### src/hdl/dqtk_pkg.sv
// Shared types, widths and codes for the dequantising top-k selection unit.
package dqtk_pkg;

  // Field widths
  localparam int unsigned ElemW   = 32;
  localparam int unsigned ScoreW  = 48;
  localparam int unsigned IdxW    = 16;
  localparam int unsigned CountW  = 17;
  localparam int unsigned TypeW   = 2;
  localparam int unsigned ZpW     = 9;
  localparam int unsigned ScaleW  = 32;
  localparam int unsigned DiffW   = 10;
  localparam int unsigned ProdW   = DiffW + ScaleW + 1;

  // Configuration port
  localparam int unsigned CfgIdxW  = 2;
  localparam int unsigned CfgDataW = 32;

  // Register indexes
  localparam logic [CfgIdxW-1:0] RegElementType = 2'd0;
  localparam logic [CfgIdxW-1:0] RegZeroOffset  = 2'd1;
  localparam logic [CfgIdxW-1:0] RegScaleFactor = 2'd2;

  // Element type codes (the upper code bit selects fixed-point input)
  localparam logic [TypeW-1:0] TypeInt8  = 2'd0;
  localparam logic [TypeW-1:0] TypeUint8 = 2'd1;
  localparam logic [TypeW-1:0] TypeFixed = 2'd2;

  // Register reset values
  localparam logic [ScaleW-1:0] ScaleReset = 32'd16777216;

  typedef logic signed [ScoreW-1:0] score_t;
  typedef logic        [IdxW-1:0]   idx_t;
  typedef logic        [CountW-1:0] count_t;

  // Lowest score, held by an empty slot
  localparam score_t ScoreMin = {1'b1, {(ScoreW-1){1'b0}}};

  typedef struct packed {
    logic [TypeW-1:0]  element_type;
    logic [ZpW-1:0]    zero_offset;
    logic [ScaleW-1:0] scale_factor;
  } cfg_t;

  // Update request towards the best list
  typedef struct packed {
    logic step;   // take the score in this cycle
    logic clear;  // last element: empty the list after this step
  } list_ctrl_t;

endpackage

### src/hdl/dqtk_dequant.sv
// Dequantisation stage: raw element to signed Q23.24 score, registered.
module dqtk_dequant (
  input  logic                        clk_i,
  input  logic                        load_i,
  input  dqtk_pkg::cfg_t              cfg_i,
  input  logic [dqtk_pkg::ElemW-1:0]  element_i,
  output dqtk_pkg::score_t            score_o
);

  logic signed [dqtk_pkg::DiffW-1:0] code;
  logic signed [dqtk_pkg::DiffW-1:0] zp;
  logic signed [dqtk_pkg::DiffW-1:0] diff;
  logic signed [dqtk_pkg::ProdW-1:0] prod;
  dqtk_pkg::score_t                  score_d;
  dqtk_pkg::score_t                  score_q;

  // Extend the 8-bit code by type and remove the zero point
  always_comb begin
    if (cfg_i.element_type == dqtk_pkg::TypeInt8) begin
      code = {{2{element_i[7]}}, element_i[7:0]};
    end else begin
      code = {2'b00, element_i[7:0]};
    end
    zp   = {cfg_i.zero_offset[dqtk_pkg::ZpW-1], cfg_i.zero_offset};
    diff = code - zp;
    prod = diff * $signed({1'b0, cfg_i.scale_factor});
  end

  // Fixed-point elements pass through sign-extended
  always_comb begin
    if (cfg_i.element_type[1]) begin
      score_d = {{(dqtk_pkg::ScoreW-dqtk_pkg::ElemW){element_i[dqtk_pkg::ElemW-1]}},
                 element_i};
    end else begin
      score_d = {{(dqtk_pkg::ScoreW-dqtk_pkg::ProdW){prod[dqtk_pkg::ProdW-1]}}, prod};
    end
  end

  // Hold the score for the list stage
  always_ff @(posedge clk_i) begin
    if (load_i) begin
      score_q <= score_d;
    end
  end

  assign score_o = score_q;

endmodule

### src/hdl/dqtk_list.sv
// Sorted best list: parallel compare, insertion shift and element counter.
module dqtk_list #(
  parameter int unsigned TOP_K       = 5,
  parameter int unsigned MAX_CLASSES = 65536
) (
  input  logic                               clk_i,
  input  logic                               rst_ni,
  input  dqtk_pkg::list_ctrl_t               ctrl_i,
  input  dqtk_pkg::score_t                   score_i,
  output dqtk_pkg::score_t                   nxt_score_o [TOP_K],
  output dqtk_pkg::idx_t                     nxt_idx_o   [TOP_K],
  output logic [$clog2(TOP_K+1)-1:0]         nxt_filled_o,
  output dqtk_pkg::count_t                   nxt_count_o
);

  localparam int unsigned CntW = $clog2(TOP_K+1);

  dqtk_pkg::score_t       best_score_q [TOP_K];
  dqtk_pkg::idx_t         best_idx_q   [TOP_K];
  logic [CntW-1:0]        filled_q;
  dqtk_pkg::count_t       count_q;

  dqtk_pkg::score_t       ins_score [TOP_K];
  dqtk_pkg::idx_t         ins_idx   [TOP_K];
  logic [TOP_K-1:0]       gt;
  logic                   counted;
  dqtk_pkg::idx_t         cur_idx;

  assign counted = count_q < dqtk_pkg::CountW'(MAX_CLASSES);
  assign cur_idx = count_q[dqtk_pkg::IdxW-1:0];

  // Compare against every slot and shift the tail down by one
  for (genvar k = 0; k < TOP_K; k++) begin : g_slot
    assign gt[k] = score_i > best_score_q[k];
    if (k == 0) begin : g_head
      assign ins_score[k] = gt[k] ? score_i : best_score_q[k];
      assign ins_idx[k]   = gt[k] ? cur_idx : best_idx_q[k];
    end else begin : g_tail
      assign ins_score[k] = !gt[k] ? best_score_q[k] :
                            gt[k-1] ? best_score_q[k-1] : score_i;
      assign ins_idx[k]   = !gt[k] ? best_idx_q[k] :
                            gt[k-1] ? best_idx_q[k-1] : cur_idx;
    end
  end

  // Select the list after this element; beyond the class limit keep it
  always_comb begin
    for (int k = 0; k < TOP_K; k++) begin
      nxt_score_o[k] = counted ? ins_score[k] : best_score_q[k];
      nxt_idx_o[k]   = counted ? ins_idx[k]   : best_idx_q[k];
    end
    nxt_filled_o = filled_q;
    if (counted && (|gt) && (filled_q < CntW'(TOP_K))) begin
      nxt_filled_o = filled_q + CntW'(1);
    end
    nxt_count_o = counted ? count_q + dqtk_pkg::CountW'(1) : count_q;
  end

  // Advance the list, or clear it after the last element
  always_ff @(posedge clk_i or negedge rst_ni) begin
    if (!rst_ni) begin
      for (int k = 0; k < TOP_K; k++) begin
        best_score_q[k] <= dqtk_pkg::ScoreMin;
        best_idx_q[k]   <= '0;
      end
      filled_q <= '0;
      count_q  <= '0;
    end else if (ctrl_i.step) begin
      if (ctrl_i.clear) begin
        for (int k = 0; k < TOP_K; k++) begin
          best_score_q[k] <= dqtk_pkg::ScoreMin;
          best_idx_q[k]   <= '0;
        end
        filled_q <= '0;
        count_q  <= '0;
      end else begin
        for (int k = 0; k < TOP_K; k++) begin
          best_score_q[k] <= nxt_score_o[k];
          best_idx_q[k]   <= nxt_idx_o[k];
        end
        filled_q <= nxt_filled_o;
        count_q  <= nxt_count_o;
      end
    end
  end

endmodule

### src/hdl/dequant_top_k_select_unit.sv
// Top level of the dequantising streaming top-k selection unit.
//
// Input channel: one vector element per transaction (element_i, final_element_i),
// handshake in_valid_i / in_stall_o. Output channel: one ranked entry per
// transaction (rank_o, class_index_o, score_o, class_count_o, last_result_o),
// handshake out_valid_o / out_stall_i. Registers are written via cfg_we_i,
// cfg_idx_i and cfg_wdata_i by the user, only while no vector is in flight;
// the block itself does not enforce this. An element enters an input register,
// is dequantised into a score register (one multiplier) and from there is
// inserted in the sorted list (TOP_K parallel compares). Throughput is one
// element per cycle while the input does not stall. On the final element the
// updated list is copied to an output buffer and the list clears at once, so
// the next vector can stream in immediately. The buffer then shifts out one
// result per cycle while the output does not stall, best first. A final
// element that reaches the list while the buffer still holds an earlier list
// waits there, and the input stalls behind it. A stall on the output holds
// the current result; elements keep entering until the pipeline fills.
// Reset empties the pipeline, the list and the buffer and loads the register
// defaults (signed 8-bit, zero offset 0, scale 1.0).
module dequant_top_k_select_unit #(
  parameter int unsigned TOP_K       = 5,
  parameter int unsigned MAX_CLASSES = 65536
) (
  input  logic                                  clk_i,
  input  logic                                  rst_ni,
  input  logic                                  cfg_we_i,
  input  logic [dqtk_pkg::CfgIdxW-1:0]          cfg_idx_i,
  input  logic [dqtk_pkg::CfgDataW-1:0]         cfg_wdata_i,
  input  logic                                  in_valid_i,
  output logic                                  in_stall_o,
  input  logic signed [dqtk_pkg::ElemW-1:0]     element_i,
  input  logic                                  final_element_i,
  output logic                                  out_valid_o,
  input  logic                                  out_stall_i,
  output logic [((TOP_K > 1) ? $clog2(TOP_K) : 1)-1:0] rank_o,
  output logic [dqtk_pkg::IdxW-1:0]             class_index_o,
  output logic signed [dqtk_pkg::ScoreW-1:0]    score_o,
  output logic [dqtk_pkg::CountW-1:0]           class_count_o,
  output logic                                  last_result_o
);

  localparam int unsigned RankW = (TOP_K > 1) ? $clog2(TOP_K) : 1;
  localparam int unsigned CntW  = $clog2(TOP_K+1);

  dqtk_pkg::cfg_t              cfg_q;
  logic                        s1_vld_q;
  logic [dqtk_pkg::ElemW-1:0]  s1_elem_q;
  logic                        s1_final_q;
  logic                        s2_vld_q;
  logic                        s2_final_q;
  dqtk_pkg::score_t            s2_score;
  logic                        s1_adv;
  logic                        s2_adv;
  logic                        s2_fire;
  logic                        snap_free;
  logic                        snap_load;
  logic                        out_fire;
  dqtk_pkg::list_ctrl_t        list_ctrl;

  dqtk_pkg::score_t            nxt_score [TOP_K];
  dqtk_pkg::idx_t              nxt_idx   [TOP_K];
  logic [CntW-1:0]             nxt_filled;
  dqtk_pkg::count_t            nxt_count;

  dqtk_pkg::score_t            snap_score_q [TOP_K];
  dqtk_pkg::idx_t              snap_idx_q   [TOP_K];
  dqtk_pkg::count_t            snap_count_q;
  logic [CntW-1:0]             snap_left_q;
  logic [RankW-1:0]            snap_rank_q;

  // Write configuration registers; unknown indexes are dropped
  always_ff @(posedge clk_i or negedge rst_ni) begin
    if (!rst_ni) begin
      cfg_q.element_type <= dqtk_pkg::TypeInt8;
      cfg_q.zero_offset  <= '0;
      cfg_q.scale_factor <= dqtk_pkg::ScaleReset;
    end else if (cfg_we_i) begin
      unique case (cfg_idx_i)
        dqtk_pkg::RegElementType: begin
          cfg_q.element_type <= cfg_wdata_i[dqtk_pkg::TypeW-1:0];
        end
        dqtk_pkg::RegZeroOffset: begin
          cfg_q.zero_offset <= cfg_wdata_i[dqtk_pkg::ZpW-1:0];
        end
        dqtk_pkg::RegScaleFactor: begin
          cfg_q.scale_factor <= cfg_wdata_i[dqtk_pkg::ScaleW-1:0];
        end
        default: begin
        end
      endcase
    end
  end

  // Pipeline flow: a final element waits for a free output buffer
  assign out_fire  = out_valid_o && !out_stall_i;
  assign snap_free = (snap_left_q == '0) ||
                     (out_fire && (snap_left_q == CntW'(1)));
  assign s2_fire   = s2_vld_q && (!s2_final_q || snap_free);
  assign s2_adv    = !s2_vld_q || s2_fire;
  assign s1_adv    = !s1_vld_q || s2_adv;
  assign in_stall_o = !s1_adv;

  // Input register
  always_ff @(posedge clk_i or negedge rst_ni) begin
    if (!rst_ni) begin
      s1_vld_q <= 1'b0;
    end else if (s1_adv) begin
      s1_vld_q <= in_valid_i;
    end
  end

  always_ff @(posedge clk_i) begin
    if (s1_adv && in_valid_i) begin
      s1_elem_q  <= element_i;
      s1_final_q <= final_element_i;
    end
  end

  // Score register stage
  always_ff @(posedge clk_i or negedge rst_ni) begin
    if (!rst_ni) begin
      s2_vld_q <= 1'b0;
    end else if (s2_adv) begin
      s2_vld_q <= s1_vld_q;
    end
  end

  always_ff @(posedge clk_i) begin
    if (s2_adv && s1_vld_q) begin
      s2_final_q <= s1_final_q;
    end
  end

  dqtk_dequant u_dequant (
    .clk_i     (clk_i),
    .load_i    (s2_adv && s1_vld_q),
    .cfg_i     (cfg_q),
    .element_i (s1_elem_q),
    .score_o   (s2_score)
  );

  assign list_ctrl.step  = s2_fire;
  assign list_ctrl.clear = s2_final_q;

  dqtk_list #(
    .TOP_K       (TOP_K),
    .MAX_CLASSES (MAX_CLASSES)
  ) u_list (
    .clk_i        (clk_i),
    .rst_ni       (rst_ni),
    .ctrl_i       (list_ctrl),
    .score_i      (s2_score),
    .nxt_score_o  (nxt_score),
    .nxt_idx_o    (nxt_idx),
    .nxt_filled_o (nxt_filled),
    .nxt_count_o  (nxt_count)
  );

  assign snap_load = s2_fire && s2_final_q;

  // Output buffer control: load a finished list, count down per transaction
  always_ff @(posedge clk_i or negedge rst_ni) begin
    if (!rst_ni) begin
      snap_left_q <= '0;
      snap_rank_q <= '0;
    end else if (snap_load) begin
      snap_left_q <= nxt_filled;
      snap_rank_q <= '0;
    end else if (out_fire) begin
      snap_left_q <= snap_left_q - CntW'(1);
      snap_rank_q <= snap_rank_q + RankW'(1);
    end
  end

  // Output buffer payload: shift towards the head on each transaction
  always_ff @(posedge clk_i) begin
    if (snap_load) begin
      for (int k = 0; k < TOP_K; k++) begin
        snap_score_q[k] <= nxt_score[k];
        snap_idx_q[k]   <= nxt_idx[k];
      end
      snap_count_q <= nxt_count;
    end else if (out_fire) begin
      for (int k = 0; k < TOP_K - 1; k++) begin
        snap_score_q[k] <= snap_score_q[k+1];
        snap_idx_q[k]   <= snap_idx_q[k+1];
      end
    end
  end

  assign out_valid_o   = snap_left_q != '0;
  assign rank_o        = snap_rank_q;
  assign class_index_o = snap_idx_q[0];
  assign score_o       = snap_score_q[0];
  assign class_count_o = snap_count_q;
  assign last_result_o = snap_left_q == CntW'(1);

endmodule

### config.mk
export PLATFORM = sky130hd
export DESIGN_NAME = dequant_top_k_select_unit
export DESIGN_NICKNAME = d
export VERILOG_FILES = /design/src/hdl/dqtk_pkg.sv /design/src/hdl/dqtk_dequant.sv /design/src/hdl/dqtk_list.sv /design/src/hdl/dequant_top_k_select_unit.sv
export SDC_FILE = /design/constraint.sdc
export NUM_CORES = 2
export LEC_CHECK = 0
export ABC_AREA = 1
export BUFFER_PORTS_ARGS = -buffer_cell sky130_fd_sc_hd__buf_4
export CAP_MARGIN = 30
export CORE_UTILIZATION = 50
export DETAILED_ROUTE_END_ITERATION = 16
export PLACE_DENSITY = 0.66
export SYNTH_ARGS = -nofsm -noshare
export SYNTH_HDL_FRONTEND = slang
export SYNTH_SLANG_ARGS = --single-unit
### constraint.sdc
create_clock -name clk_i -period 13.2 [get_ports clk_i]
set_input_delay 1.98 -clock clk_i [delete_from_list [all_inputs] [get_ports clk_i]]
set_output_delay 1.98 -clock clk_i [all_outputs]
set_load 0.01 [all_outputs]
==> results.ini <==
[global_route]
first_global_vias=42400
antenna_found_initial=2
grt_max_degree=145
grt_overflow_total=0
grt_util_all_layers_pct=27.6
grt_pass1_wl_um=241000

[worst_setup_path]
r2r_cells=37
timing.rr.start=cfg_q[32]$_DFFE_PN0P_
arrival_ps=8210
critPathMaxStageDelay_ps=550
required_ps=13630
worst_path_max_delay_cell=fa_1
rr_endpoint=u_dequant.score_o[30]$_DFFE_PP_
crit_family=adder cells
critPathBufInv=7
path_max_fanout=23
cp_common_cell=nand2_1
crit_type=register to register
cp-start-kind=register
end_kind=register
rrSetupSlack_ps=5430

[route]
drtIter0Drc=3840
drc=0
firstDrtPassIters=6
wl_met2_um=72000
num_vias=43400
routed.top_layer=met4
wl_met1_um=67300
wl_um=152000
postRouteAntennaNets=0
wl_per_cell_um=19.2
via_per_inst=5.50
wl_met3_um=8570

[logic_synthesis]
syn_area_per_cell_um2=8.40
netlist_top_cells_area=edfxtp_1, dfrtp_1, nand2_1
synth_area_mm2=0.0543
syn_nets=7142
synth_ff_type=edfxtp_1
synth_area_leader_cell=edfxtp_1
synth_seq_cells=805
synth.top_cell.area_share_pct=22.9
ys_warn_count=0
synthArstFlopShare_pct=48.6
synth_cells=6465
synth_seq_area_share_pct=40.9
yosys.cell_types.count=56
synth_edf_count=414

[final_layout]
layout_common_cells=nand2_1, inv_1, edfxtp_1
final_common_cell=nand2_1
layout-drive-gt1-share_pct=7.28
synthToLayoutAreaGrowth_pct=9.09
final_util_pct=55.2
fillCellCount=9709
final_nets=7091
register_area_mm2=0.0222
multi_input_area_mm2=0.0269

[timing]
slew_viol_final=0
post-route-period-util_pct=58.9
period_minus_slack_ps=7770
maxSlewHeadroom_pct=30.7
setup_tns_ps=0
worstMarginPinSlew_ps=1040
finalSetupViolCount=0
rsz0062_at_grt=false
max_freq_mhz=129
skew_ps=37.0
finalHoldViolCount=0

[die]
die_w_um=332
die_height_um=332
pin_count=159
core-area_mm2=0.107
fp.dieArea_mm2=0.110
rows=120
initial_core_util_pct=50.6

[cts]
cts_tree=done
h-tree-depth=3
clk_latency_ps=690
cts-root-buf=clkbuf_16
post_cts_resized=0
cts_max_path_buffers=3
post_cts_buffers=0
clk_pin_slew_ps=60
postCtsHoldBufs=0
numCtsBuffers=93
clock_sinks=805

[min_path]
holdPathStages=0
hp-start=s1_final_q$_DFFE_PP_
worstHoldEndpoint=s2_final_q$_DFFE_PP_
hp-class=register to register

[place]
place_congestion=0.878
port_buffers=158
dpl.hpwl_um=103000

[outcome]
status=finished, final reports clean

[run]
maxCapViolations=0

==> synth_stat cells (5+ instances only) <==
library cell,instances
a21o_1,16
a21oi_1,246
a31oi_1,7
buf_1,27
buf_2,62
buf_4,77
buf_6,29
clkbuf_1,161
dfrtp_1,385
dfstp_2,6
edfxtp_1,414
fa_1,240
ha_1,365
inv_1,873
inv_2,17
nand2_1,1841
nand3_1,315
nand4_1,24
nor2_1,364
nor3_1,21
nor4_1,7
o211ai_1,131
o211ai_2,33
o21a_1,16
o21ai_0,203
o21ai_1,396
o21bai_1,5
o22ai_1,87
o22ai_2,5
or2_2,25
xnor2_1,10
xor2_1,16
==> registers in the layout, indices dropped and copies added (netlist names), 32 cells and up <==
| name | count |
|---|---|
| cfg_q | 43 |
| s1_elem_q | 32 |
| snap_idx_q | 80 |
| snap_score_q | 240 |
| u_dequant.score_o | 43 |
| u_list.best_idx_q | 80 |
| u_list.best_score_q | 240 |
==> layer usage <==
layer | global-route usage [%] | vias to the layer above
met4 | 7.68 | 0
li1 | - | 20900
met1 | 38.2 | 20900
met3 | 3.11 | 228
met2 | 46.0 | 1347
met5 | 0 | -
==> stage by stage <==
step	worst slack [ps]	cell area [um2]	hold slack, ps	cells
3_5_place_dp	4710	55900	408	7718
4_1_cts	4700	59100	423	7894
3_3_place_gp	4840	55800	405	7711
2_1_floorplan	4340	54300	400	6465
5_1_grt	4790	59200	425	7898
6_report	5430	59200	420	7899
==> kinds of logic after synthesis <==
logic type               count (synthesis)  share of synthesized area [%]
XOR/XNOR                                26                          0.419
adder cells (fa/ha/maj)                605                           17.3
AO/OA/AOI/OAI                         1158                           12.3
buffers and inverters                 1252                           9.74
flip-flops                             805                           40.9
AND/OR/NAND/NOR                       2619                           19.4
==> worst max-delay path by stage <==
stage                     depth (start not counted)                         endpoint                   start  slack, ps
after floorplan                                   8       snap_left_q[0]$_DFFE_PN0P_             out_stall_i       4340
after global placement                           33  u_dequant.score_o[38]$_DFFE_PP_   cfg_q[32]$_DFFE_PN0P_       4840
after detailed placement                         33  u_dequant.score_o[38]$_DFFE_PP_   cfg_q[32]$_DFFE_PN0P_       4710
after CTS                                        33  u_dequant.score_o[38]$_DFFE_PP_   cfg_q[32]$_DFFE_PN0P_       4700
after global routing                             35  u_dequant.score_o[38]$_DFFE_PP_  s1_elem_q[0]$_DFFE_PP_       4790
final                                            37  u_dequant.score_o[30]$_DFFE_PP_   cfg_q[32]$_DFFE_PN0P_       5430
==> cell type report <==
cell class / instances / share of cell area [%]
Clock buffer: 127 / 4.40
Clock inverter: 49 / 1.01
Sequential cell: 805 / 37.5
Inverter: 892 / 5.68
Antenna cell: 1 / 0.00422
Tap cell: 1403 / 2.96
Timing Repair Buffer: 214 / 3.09
Multi-Input combinational cell: 4408 / 45.3
Power is left out: the tool's default activity adds up to more than one toggle a clock period on the data nets, which glitch-free logic cannot reach.
